--- config.mk ---
export PLATFORM = sky130hd
export DESIGN_NAME = multi_channel_task_watchdog_core_flat
export DESIGN_NICKNAME = d
export VERILOG_FILES = /design/src/rtl/mctw_pkg.sv /design/src/rtl/mctw_if.sv /design/src/rtl/mctw_ctrl.sv /design/src/rtl/mctw_dp.sv /design/src/rtl/multi_channel_task_watchdog_core.sv /design/src/flat_wrapper.sv
export SDC_FILE = /design/constraint.sdc
export NUM_CORES = 2
export LEC_CHECK = 0
export BUFFER_PORTS_ARGS = -buffer_cell sky130_fd_sc_hd__buf_2
export CORE_UTILIZATION = 25
export CTS_CLUSTER_DIAMETER = 60
export DETAILED_ROUTE_END_ITERATION = 6
export SYNTH_ARGS = -nofsm -noshare
export SYNTH_HDL_FRONTEND = slang
export SYNTH_SLANG_ARGS = --single-unit
--- constraint.sdc ---
create_clock -name clk -period 9.4 [get_ports clk]
set_input_delay 0.47 -clock clk [delete_from_list [all_inputs] [get_ports clk]]
set_output_delay 0.47 -clock clk [all_outputs]
set_load 0.05 [all_outputs]
--- src/rtl/mctw_pkg.sv ---
package mctw_pkg;

    // table geometry
    localparam int MAX_CH = 16;
    localparam int IDX_W  = (MAX_CH > 1) ? $clog2(MAX_CH) : 1;
    localparam int CNT_W  = $clog2(MAX_CH + 1);

    // field widths
    localparam int ACT_W      = 2;
    localparam int TASK_W     = 8;
    localparam int TMO_W      = 32;
    localparam int INTV_W     = 16;
    localparam int STAT_W     = 2;
    localparam int CFG_IDX_W  = 2;
    localparam int CFG_DATA_W = 16;

    // register reset values, tick interval is 2 s
    localparam logic [INTV_W-1:0] TICK_INTV_RESET = INTV_W'(2 * 1000);
    localparam logic              SUP_EN_RESET    = 1'b1;
    localparam logic              COMMON_RESET    = 1'b0;

    // register indexes
    localparam logic [CFG_IDX_W-1:0] CFG_TICK_INTV = 2'd0;
    localparam logic [CFG_IDX_W-1:0] CFG_SUP_EN    = 2'd1;
    localparam logic [CFG_IDX_W-1:0] CFG_COMMON    = 2'd2;

    // actions
    localparam logic [ACT_W-1:0] ACT_TICK   = 2'd0;
    localparam logic [ACT_W-1:0] ACT_ADD    = 2'd1;
    localparam logic [ACT_W-1:0] ACT_FEED   = 2'd2;
    localparam logic [ACT_W-1:0] ACT_REMOVE = 2'd3;

    // result status
    localparam logic [STAT_W-1:0] ST_OK      = 2'd0;
    localparam logic [STAT_W-1:0] ST_NO_CHAN = 2'd1;
    localparam logic [STAT_W-1:0] ST_FULL    = 2'd2;
    localparam logic [STAT_W-1:0] ST_ZERO_TO = 2'd3;

    // datapath operations
    localparam int OP_W = 4;
    typedef logic [OP_W-1:0] op_t;
    localparam op_t OP_NOP      = 4'd0;
    localparam op_t OP_LOAD     = 4'd1;  // latch request, clear result, idx = 0
    localparam op_t OP_ADD      = 4'd2;  // append channel or flag error
    localparam op_t OP_TICK     = 4'd3;  // service channel idx, idx++
    localparam op_t OP_INC      = 4'd4;  // idx++
    localparam op_t OP_ARM      = 4'd5;  // arm channel idx, clear counter
    localparam op_t OP_SHIFT    = 4'd6;  // move channel idx down one, idx++
    localparam op_t OP_DEC      = 4'd7;  // drop last channel
    localparam op_t OP_NOTFOUND = 4'd8;  // status = no channel
    localparam op_t OP_OUT      = 4'd9;  // copy result into output register

    typedef struct packed {
        op_t op;
    } cmd_t;

    typedef struct packed {
        logic [ACT_W-1:0] action;
        logic             enable;
        logic             cnt_zero;
        logic             hit;       // channel idx belongs to the task
        logic             expire;    // channel idx ran out
        logic             idx_last;  // idx is the last channel
        logic             idx_end;   // idx is past the last channel
        logic             out_free;
    } status_t;

endpackage

--- src/rtl/mctw_if.sv ---
interface mctw_req_if import mctw_pkg::*; ();
    logic              valid;
    logic              ready;
    logic [ACT_W-1:0]  action;
    logic [TASK_W-1:0] task_id;
    logic [TMO_W-1:0]  timeout_ms;
    logic              has_own_handler;

    modport source (output valid, action, task_id, timeout_ms, has_own_handler,
                    input ready);
    modport sink   (input valid, action, task_id, timeout_ms, has_own_handler,
                    output ready);
endinterface

interface mctw_rsp_if import mctw_pkg::*; ();
    logic              valid;
    logic              ready;
    logic [STAT_W-1:0] status;
    logic              expired;
    logic [TASK_W-1:0] expired_task;
    logic              use_own_handler;
    logic              handler_called;

    modport source (output valid, status, expired, expired_task, use_own_handler,
                    handler_called, input ready);
    modport sink   (input valid, status, expired, expired_task, use_own_handler,
                    handler_called, output ready);
endinterface

interface mctw_cfg_if import mctw_pkg::*; ();
    logic                  valid;
    logic                  ready;
    logic [CFG_IDX_W-1:0]  index;
    logic [CFG_DATA_W-1:0] data;

    modport source (output valid, index, data, input ready);
    modport sink   (input valid, index, data, output ready);
endinterface

--- src/rtl/mctw_ctrl.sv ---
module mctw_ctrl import mctw_pkg::*;
(
    input  logic    clk,
    input  logic    rst_n,
    input  logic    req_valid,
    output logic    req_ready,
    input  status_t st,
    output cmd_t    cmd
);

    localparam logic [2:0] S_IDLE   = 3'd0;
    localparam logic [2:0] S_DECODE = 3'd1;
    localparam logic [2:0] S_TICK   = 3'd2;
    localparam logic [2:0] S_FIND   = 3'd3;
    localparam logic [2:0] S_SHIFT  = 3'd4;
    localparam logic [2:0] S_DONE   = 3'd5;

    logic [2:0] state_reg;
    logic [2:0] state_next;

    assign req_ready = (state_reg == S_IDLE);

    always_comb
    begin
        state_next = state_reg;
        cmd.op     = OP_NOP;
        case (state_reg)
            S_IDLE:
            begin
                if (req_valid)
                begin
                    cmd.op     = OP_LOAD;
                    state_next = S_DECODE;
                end
            end
            S_DECODE:
            begin
                case (st.action)
                    ACT_TICK:
                    begin
                        if (!st.enable || st.cnt_zero)
                            state_next = S_DONE;
                        else
                            state_next = S_TICK;
                    end
                    ACT_ADD:
                    begin
                        cmd.op     = OP_ADD;
                        state_next = S_DONE;
                    end
                    default:
                    begin
                        if (st.cnt_zero)
                        begin
                            cmd.op     = OP_NOTFOUND;
                            state_next = S_DONE;
                        end
                        else
                        begin
                            state_next = S_FIND;
                        end
                    end
                endcase
            end
            S_TICK:
            begin
                cmd.op = OP_TICK;
                if (st.expire || st.idx_last)
                    state_next = S_DONE;
            end
            S_FIND:
            begin
                if (st.hit)
                begin
                    if (st.action inside {ACT_FEED})
                    begin
                        cmd.op     = OP_ARM;
                        state_next = S_DONE;
                    end
                    else
                    begin
                        // idx now points at the first channel to move down
                        cmd.op     = OP_INC;
                        state_next = S_SHIFT;
                    end
                end
                else if (st.idx_last)
                begin
                    cmd.op     = OP_NOTFOUND;
                    state_next = S_DONE;
                end
                else
                begin
                    cmd.op = OP_INC;
                end
            end
            S_SHIFT:
            begin
                if (st.idx_end)
                begin
                    cmd.op     = OP_DEC;
                    state_next = S_DONE;
                end
                else
                begin
                    cmd.op = OP_SHIFT;
                end
            end
            S_DONE:
            begin
                if (st.out_free)
                begin
                    cmd.op     = OP_OUT;
                    state_next = S_IDLE;
                end
            end
            default:
            begin
                state_next = S_IDLE;
            end
        endcase
    end

    always_ff @(posedge clk or negedge rst_n)
    begin
        if (!rst_n)
            state_reg <= S_IDLE;
        else
            state_reg <= state_next;
    end

endmodule

--- src/rtl/mctw_dp.sv ---
module mctw_dp import mctw_pkg::*;
(
    input  logic              clk,
    input  logic              rst_n,
    input  cmd_t              cmd,
    output status_t           st,
    input  logic [ACT_W-1:0]  action,
    input  logic [TASK_W-1:0] task_id,
    input  logic [TMO_W-1:0]  timeout_ms,
    input  logic              has_own_handler,
    mctw_cfg_if.sink          cfg,
    mctw_rsp_if.source        rsp
);

    // channel table
    logic [TASK_W-1:0] tab_task_reg    [MAX_CH];
    logic [TMO_W-1:0]  tab_tmo_reg     [MAX_CH];
    logic [TMO_W-1:0]  tab_elapsed_reg [MAX_CH];
    logic              tab_own_reg     [MAX_CH];
    logic              tab_armed_reg   [MAX_CH];
    logic [CNT_W-1:0]  cnt_reg;
    logic [CNT_W-1:0]  idx_reg;

    // configuration
    logic [INTV_W-1:0] intv_reg;
    logic              sup_en_reg;
    logic              common_reg;

    // request being worked on
    logic [ACT_W-1:0]  act_reg;
    logic [TASK_W-1:0] task_reg;
    logic [TMO_W-1:0]  tmo_reg;
    logic              own_reg;

    // result under construction and output register
    logic [STAT_W-1:0] res_status_reg;
    logic              res_expired_reg;
    logic [TASK_W-1:0] res_task_reg;
    logic              res_own_reg;
    logic              res_called_reg;
    logic              out_valid_reg;
    logic [STAT_W-1:0] out_status_reg;
    logic              out_expired_reg;
    logic [TASK_W-1:0] out_task_reg;
    logic              out_own_reg;
    logic              out_called_reg;

    logic [IDX_W-1:0]  rd_idx;
    logic [CNT_W-1:0]  idx_dec;
    logic [IDX_W-1:0]  wr_shift;
    logic [IDX_W-1:0]  wr_add;
    logic [TASK_W-1:0] rd_task;
    logic [TMO_W-1:0]  rd_tmo;
    logic [TMO_W-1:0]  rd_elapsed;
    logic              rd_own;
    logic              rd_armed;
    logic              eligible;
    logic              expire;
    logic [TMO_W:0]    sum;
    logic [TMO_W-1:0]  sat_sum;
    logic              add_ok;

    assign rd_idx     = idx_reg[IDX_W-1:0];
    assign idx_dec    = idx_reg - CNT_W'(1);
    assign wr_shift   = idx_dec[IDX_W-1:0];
    assign wr_add     = cnt_reg[IDX_W-1:0];
    assign rd_task    = tab_task_reg[rd_idx];
    assign rd_tmo     = tab_tmo_reg[rd_idx];
    assign rd_elapsed = tab_elapsed_reg[rd_idx];
    assign rd_own     = tab_own_reg[rd_idx];
    assign rd_armed   = tab_armed_reg[rd_idx];

    // zero-timeout channels are never serviced
    assign eligible = rd_armed && (rd_tmo != '0);
    assign expire   = eligible && (rd_tmo <= rd_elapsed);
    assign sum      = {1'b0, rd_elapsed} + (TMO_W + 1)'(intv_reg);
    assign sat_sum  = sum[TMO_W] ? '1 : sum[TMO_W-1:0];
    assign add_ok   = (tmo_reg != '0) && (cnt_reg != CNT_W'(MAX_CH));

    assign st.action   = act_reg;
    assign st.enable   = sup_en_reg;
    assign st.cnt_zero = (cnt_reg == '0);
    assign st.hit      = (rd_task == task_reg);
    assign st.expire   = expire;
    assign st.idx_last = ({1'b0, idx_reg} + (CNT_W + 1)'(1)) >= {1'b0, cnt_reg};
    assign st.idx_end  = (idx_reg >= cnt_reg);
    assign st.out_free = !out_valid_reg || rsp.ready;

    assign cfg.ready = 1'b1;

    assign rsp.valid           = out_valid_reg;
    assign rsp.status          = out_status_reg;
    assign rsp.expired         = out_expired_reg;
    assign rsp.expired_task    = out_task_reg;
    assign rsp.use_own_handler = out_own_reg;
    assign rsp.handler_called  = out_called_reg;

    // control state
    always_ff @(posedge clk or negedge rst_n)
    begin
        if (!rst_n)
        begin
            cnt_reg       <= '0;
            idx_reg       <= '0;
            out_valid_reg <= 1'b0;
            intv_reg      <= TICK_INTV_RESET;
            sup_en_reg    <= SUP_EN_RESET;
            common_reg    <= COMMON_RESET;
            for (int i = 0; i < MAX_CH; i++)
                tab_armed_reg[i] <= 1'b0;
        end
        else
        begin
            if (cfg.valid)
            begin
                case (cfg.index)
                    CFG_TICK_INTV: intv_reg   <= cfg.data[INTV_W-1:0];
                    CFG_SUP_EN:    sup_en_reg <= cfg.data[0];
                    CFG_COMMON:    common_reg <= cfg.data[0];
                    default:       ;
                endcase
            end

            if (cmd.op == OP_OUT)
                out_valid_reg <= 1'b1;
            else if (rsp.ready)
                out_valid_reg <= 1'b0;

            case (cmd.op)
                OP_LOAD:
                begin
                    idx_reg <= '0;
                end
                OP_ADD:
                begin
                    if (add_ok)
                    begin
                        tab_armed_reg[wr_add] <= 1'b0;
                        cnt_reg               <= cnt_reg + CNT_W'(1);
                    end
                end
                OP_TICK, OP_INC:
                begin
                    idx_reg <= idx_reg + CNT_W'(1);
                end
                OP_ARM:
                begin
                    tab_armed_reg[rd_idx] <= 1'b1;
                end
                OP_SHIFT:
                begin
                    tab_armed_reg[wr_shift] <= rd_armed;
                    idx_reg                 <= idx_reg + CNT_W'(1);
                end
                OP_DEC:
                begin
                    cnt_reg <= cnt_reg - CNT_W'(1);
                end
                default: ;
            endcase
        end
    end

    // table payload and result words
    always_ff @(posedge clk)
    begin
        case (cmd.op)
            OP_LOAD:
            begin
                act_reg         <= action;
                task_reg        <= task_id;
                tmo_reg         <= timeout_ms;
                own_reg         <= has_own_handler;
                res_status_reg  <= ST_OK;
                res_expired_reg <= 1'b0;
                res_task_reg    <= '0;
                res_own_reg     <= 1'b0;
                res_called_reg  <= 1'b0;
            end
            OP_ADD:
            begin
                if (tmo_reg == '0)
                begin
                    res_status_reg <= ST_ZERO_TO;
                end
                else if (!add_ok)
                begin
                    res_status_reg <= ST_FULL;
                end
                else
                begin
                    tab_task_reg[wr_add]    <= task_reg;
                    tab_tmo_reg[wr_add]     <= tmo_reg;
                    tab_elapsed_reg[wr_add] <= '0;
                    tab_own_reg[wr_add]     <= own_reg;
                end
            end
            OP_TICK:
            begin
                if (expire)
                begin
                    tab_elapsed_reg[rd_idx] <= '0;
                    res_expired_reg         <= 1'b1;
                    res_task_reg            <= rd_task;
                    res_own_reg             <= rd_own;
                    res_called_reg          <= rd_own || common_reg;
                end
                else if (eligible)
                begin
                    tab_elapsed_reg[rd_idx] <= sat_sum;
                end
            end
            OP_ARM:
            begin
                tab_elapsed_reg[rd_idx] <= '0;
            end
            OP_SHIFT:
            begin
                tab_task_reg[wr_shift]    <= rd_task;
                tab_tmo_reg[wr_shift]     <= rd_tmo;
                tab_elapsed_reg[wr_shift] <= rd_elapsed;
                tab_own_reg[wr_shift]     <= rd_own;
            end
            OP_NOTFOUND:
            begin
                res_status_reg <= ST_NO_CHAN;
            end
            OP_OUT:
            begin
                out_status_reg  <= res_status_reg;
                out_expired_reg <= res_expired_reg;
                out_task_reg    <= res_task_reg;
                out_own_reg     <= res_own_reg;
                out_called_reg  <= res_called_reg;
            end
            default: ;
        endcase
    end

endmodule

--- src/rtl/multi_channel_task_watchdog_core.sv ---
// Watchdog table for up to MAX_CH software task channels, kept in the order
// they were added. One request word (tick, add, feed, remove) is worked on at
// a time and always yields exactly one response word. An add needs no table
// walk; a tick walks the channels up to the first expiry or the last channel,
// a feed walks them up to the matching task, and a remove searches for the
// task and then closes the gap. The walks step the table one entry per cycle
// through a single read port. A new request is taken as soon as the previous
// response sits in the output register, even if it is not yet consumed.
// Config writes are always ready and should only be issued while no request
// is in flight.
module multi_channel_task_watchdog_core import mctw_pkg::*;
(
    input  logic        clk,
    input  logic        rst_n,
    mctw_req_if.sink    req,
    mctw_rsp_if.source  rsp,
    mctw_cfg_if.sink    cfg
);

    cmd_t    cmd;     // controller -> datapath
    status_t st;      // datapath -> controller
    logic    ready;

    assign req.ready = ready;

    // Sequencer: decodes the request, steps the table walk, hands off result.
    mctw_ctrl u_ctrl
    (
        .clk       (clk),
        .rst_n     (rst_n),
        .req_valid (req.valid),
        .req_ready (ready),
        .st        (st),
        .cmd       (cmd)
    );

    // Table, config registers, result and output registers.
    mctw_dp u_dp
    (
        .clk             (clk),
        .rst_n           (rst_n),
        .cmd             (cmd),
        .st              (st),
        .action          (req.action),
        .task_id         (req.task_id),
        .timeout_ms      (req.timeout_ms),
        .has_own_handler (req.has_own_handler),
        .cfg             (cfg),
        .rsp             (rsp)
    );

    // one request in flight: ready drops right after an accept
    ap_single_item: assert property (@(posedge clk) disable iff (!rst_n)
        (req.valid && req.ready) |=> !req.ready)
        else $error("request accepted while another was in flight");

    // own handler is only reported on an expiry, and then a handler runs
    ap_own_handler: assert property (@(posedge clk) disable iff (!rst_n)
        (rsp.valid && rsp.use_own_handler) |-> (rsp.expired && rsp.handler_called))
        else $error("own handler flagged without expiry or call");

    // expiries come only from ticks, which always report ok
    ap_expiry_status: assert property (@(posedge clk) disable iff (!rst_n)
        (rsp.valid && rsp.expired) |-> (rsp.status == ST_OK))
        else $error("expiry reported with error status");

endmodule
--- src/flat_wrapper.sv ---
// flat-port wrapper written by rule: the top's interface ports become plain ports
module multi_channel_task_watchdog_core_flat import mctw_pkg::*;
  (clk, rst_n, req_valid, req_action, req_task_id, req_timeout_ms, req_has_own_handler, req_ready, rsp_valid, rsp_status, rsp_expired, rsp_expired_task, rsp_use_own_handler, rsp_handler_called, rsp_ready, cfg_valid, cfg_index, cfg_data, cfg_ready);
  mctw_req_if req_i ();
  mctw_rsp_if rsp_i ();
  mctw_cfg_if cfg_i ();
  input  logic clk;
  input  logic rst_n;
  input wire logic [$bits(req_i.valid)-1:0] req_valid;
  input wire logic [$bits(req_i.action)-1:0] req_action;
  input wire logic [$bits(req_i.task_id)-1:0] req_task_id;
  input wire logic [$bits(req_i.timeout_ms)-1:0] req_timeout_ms;
  input wire logic [$bits(req_i.has_own_handler)-1:0] req_has_own_handler;
  output wire logic [$bits(req_i.ready)-1:0] req_ready;
  output wire logic [$bits(rsp_i.valid)-1:0] rsp_valid;
  output wire logic [$bits(rsp_i.status)-1:0] rsp_status;
  output wire logic [$bits(rsp_i.expired)-1:0] rsp_expired;
  output wire logic [$bits(rsp_i.expired_task)-1:0] rsp_expired_task;
  output wire logic [$bits(rsp_i.use_own_handler)-1:0] rsp_use_own_handler;
  output wire logic [$bits(rsp_i.handler_called)-1:0] rsp_handler_called;
  input wire logic [$bits(rsp_i.ready)-1:0] rsp_ready;
  input wire logic [$bits(cfg_i.valid)-1:0] cfg_valid;
  input wire logic [$bits(cfg_i.index)-1:0] cfg_index;
  input wire logic [$bits(cfg_i.data)-1:0] cfg_data;
  output wire logic [$bits(cfg_i.ready)-1:0] cfg_ready;
  assign req_i.valid = req_valid;
  assign req_i.action = req_action;
  assign req_i.task_id = req_task_id;
  assign req_i.timeout_ms = req_timeout_ms;
  assign req_i.has_own_handler = req_has_own_handler;
  assign req_ready = req_i.ready;
  assign rsp_valid = rsp_i.valid;
  assign rsp_status = rsp_i.status;
  assign rsp_expired = rsp_i.expired;
  assign rsp_expired_task = rsp_i.expired_task;
  assign rsp_use_own_handler = rsp_i.use_own_handler;
  assign rsp_handler_called = rsp_i.handler_called;
  assign rsp_i.ready = rsp_ready;
  assign cfg_i.valid = cfg_valid;
  assign cfg_i.index = cfg_index;
  assign cfg_i.data = cfg_data;
  assign cfg_ready = cfg_i.ready;
  multi_channel_task_watchdog_core u_core (.clk(clk), .rst_n(rst_n), .req(req_i), .rsp(rsp_i), .cfg(cfg_i));
endmodule
==> impl_metrics.tcl <==
set metrics [dict create \
    path_class "reg -> reg" \
    clock_transition_at_the_register_clock_pins_on_the_worst_setup_and_hold_paths_after_cts_ns 0.06 \
    cp_data_arrival_time_ns 6.91 \
    hp-class "in -> reg" \
    overall_global_routing_usage 0.125 \
    setup_viol_count_final 0 \
    place_area_sq_um 57300 \
    die-area_sq_um 214000 \
    max_cap_viol_count 0 \
    synth-warning-count 0 \
    placedCellCount 5643 \
    rsz0062_at_grt "no" \
    timing.setup.tns_ns 0 \
    hold_slack_ns 0.0777 \
    critPathTopFamily "compound AO/OA/AOI/OAI gates" \
    worstPathCellList "buf_4 > buf_4 > mux4_2 > mux4_2 > ha_1 > o21a_1 > o21a_1 > nor2_1 > o21a_1 > a211o_1 > a211oi_1 > nand3_1 > a21o_1 > o21ai_1" \
    area_growth_syn_to_layout_pct 17.1 \
    critPathRequiredTime_ns 9.83 \
    final_net_count 3169 \
    cts_max_path_buffers 3 \
    detail_route.iter0.violations 2728 \
    drt_wl_total_microns 136000 \
    syn_area_per_cell_sq_um 18.9 \
    yosys_register_bits 1285 \
    skew_ns 0.0345 \
    via_count_of_the_first_global_routing_pass 28300 \
    worstPathBufferInverterCount 2 \
    syn_inst 2803 \
    num_io_pins 82 \
    netlist.area_leader.share 0.700 \
    cts_inserted_buffers 132 \
    timing.critical_path.slowest_stage_cell "dfrtp_4" \
    ys.flop_type "edfxtp_1" \
    core-area_sq_um 210000 \
    die_span_in_x_microns 463 \
    tightestPinTransition_ns 1.27 \
    synth_top_cells_by_area "edfxtp_1 70%, mux4_2 14%, dfrtp_1 1.9%, nand2_1 1.7%, ha_1 1.6%" \
    synthesis.nets 2940 \
    clock_tree.root_cell "clkbuf_16" \
    drive_gt1_frac 0.249 \
    postCtsSetupBuffers 0 \
    mostFrequentLayoutCells "1237 x edfxtp_1, 322 x mux4_2, 243 x nand2_1" \
    stdcell_count 5945 \
    dr_total_vias 28000 \
    gp_congestion 0.815 \
    ys_seq_area_frac 0.723 \
    worst_setup_path_start_kind "flop" \
    grt_remaining_overflow 0 \
    p_per_area_nw_per_um2 305 \
    grt_first_pass_wirelength_microns 198000 \
    relSlewSlack 0.146 \
    vdd_drop_max_mv 0.241 \
    cp_slowest_stage_delay_ns 0.64 \
    post-route-util 0.296 \
    hold_viol 0 \
    cts-resized-gates 0 \
    via_per_inst 4.70 \
    floorplan.die.height_microns 463 \
    antenna_found_initial 5 \
    design_area_sq_um 62100 \
    post_cts_hold_buffer_count 59 \
    synth_async_sr_flop_share 0.0374 \
    dpl.hpwl_microns 78200 \
    cellLeakagePower_uw 0.0202 \
    clock.fmax_mhz 154 \
    cp_common_cell "o21a_1" \
    netlist_area_sq_um 53100 \
    clkSinkCount 1285 \
    number_of_enable_flip_flop_cells_after_synthesis 1237 \
    grt_max_degree 101 \
    netlist-cell-type-count 79 \
    netlist.top_cell.by_area "edfxtp_1" \
    clock_tree_from_tritoncts "yes" \
    status "completed" \
    layout.cells.most_common "edfxtp_1" \
    clock_insertion_delay_worst_skew_ns 0.78 \
    worstSetupEndpointType "flop" \
    port-buffer-count 80 \
    post-route-drc-count 0 \
    first_pass_iters 5 \
    htree_num_levels 4 \
    period_minus_slack_ns 6.48 \
    rows 168 \
    ant_nets 0 \
    timing_max_transition_violations_final 0 \
    final_min_period_over_clock_period 0.689 \
    critical_path_peak_fanout 29 \
    start_util 0.253 \
    detail_route.wl_per_cell_microns 22.9 \
]
## cells in the mapped netlist, drive strengths merged (3+ instances only)
master / instances
a211oi: 5
a21boi: 7
a21o: 27
a21oi: 52
a22o: 6
a22oi: 64
a31oi: 20
and2: 11
and3: 13
and4b: 3
and4bb: 6
buf: 70
clkbuf: 72
dfrtp: 41
dfstp: 7
edfxtp: 1237
ha: 69
inv: 50
mux2: 24
mux2i: 36
mux4: 322
nand2: 244
nand2b: 12
nand3: 22
nand4: 12
nand4b: 3
nor2: 84
nor2b: 10
nor3: 20
nor3b: 3
nor4: 24
nor4b: 5
o2111ai: 6
o211ai: 5
o21a: 13
o21ai: 87
o221ai: 11
o22ai: 5
o2bb2ai: 5
o31ai: 9
or2: 7
or3: 8
or4: 4
xnor2: 20
xor2: 16
## power by group
part	total, uW	leakage (uW)	internal, uW	switching (uW)
sequential	7360	0.0119	7120	238
clock	5140	0.00206	2880	2260
combinational	6480	0.00631	2510	3970
total	19000	0.0202	12500	6470
## cell families (layout without fill, tap and decap cells)
group	after synthesis	count (layout)	share of synthesized area
other	1	2	0.0000706
AO/OA/AOI/OAI	340	340	0.0430
XOR/XNOR	36	36	0.00594
adder cells (fa/ha/maj)	71	71	0.0170
buffers and inverters	193	529	0.0182
flip-flops	1285	1285	0.723
AND/OR/NAND/NOR	495	495	0.0446
multiplexers	382	382	0.149
## cell type report
class	instances	area, sq um
clock inverters	74	704
fillers	20600	148000
diodes	1	2.50
flip-flops and latches	1285	38400
well taps	2805	3510
clock buffers	167	3550
repair buffers	237	1810
multi-input cells	1325	14000
inverters	51	191
## stage by stage
stage,power [uW],setup slack [ns]
3_5_place_dp,13900,2.85
4_1_cts,19100,2.79
2_1_floorplan,11900,2.18
5_1_grt,19800,2.42
3_3_place_gp,13900,3.00
6_report,19000,2.92
## per-layer routing
layer	part of all wire	track usage	up-vias
met5	0	0	-
met4	0.026	0.0410	0
met3	0.059	0.0201	186
met2	0.49	0.205	951
met1	0.43	0.168	14900
li1	-	-	11900
## worst paths after layout
check / end / cells past startpoint / slack (ns) / start
worst max-delay path: u_core.u_dp.tab_elapsed_reg[3][1] / 14 / 2.92 / u_core.u_dp.idx_reg[0]
worst min-delay path: u_core.u_dp.rsp.valid / 3 / 0.08 / rsp_ready
worst max register to register: u_core.u_dp.tab_elapsed_reg[3][1] / 14 / 2.92 / u_core.u_dp.idx_reg[0]
min in group asynchronous: u_core.u_dp.intv_reg[11] / 3 / 0.39 / rst_n
max in group asynchronous: u_core.u_dp.idx_reg[1] / 3 / 8.29 / rst_n
worst min register to register: u_core.u_dp.rsp.status[0] / 0 / 0.42 / u_core.u_dp.res_status_reg[0]
## worst min-delay path, delay by kind of cell
family	cells	cell delay (ns)
buffers and inverters	1	0.07
AND/OR/NAND/NOR	2	0.24
Power figures use the tool's default switching activity.
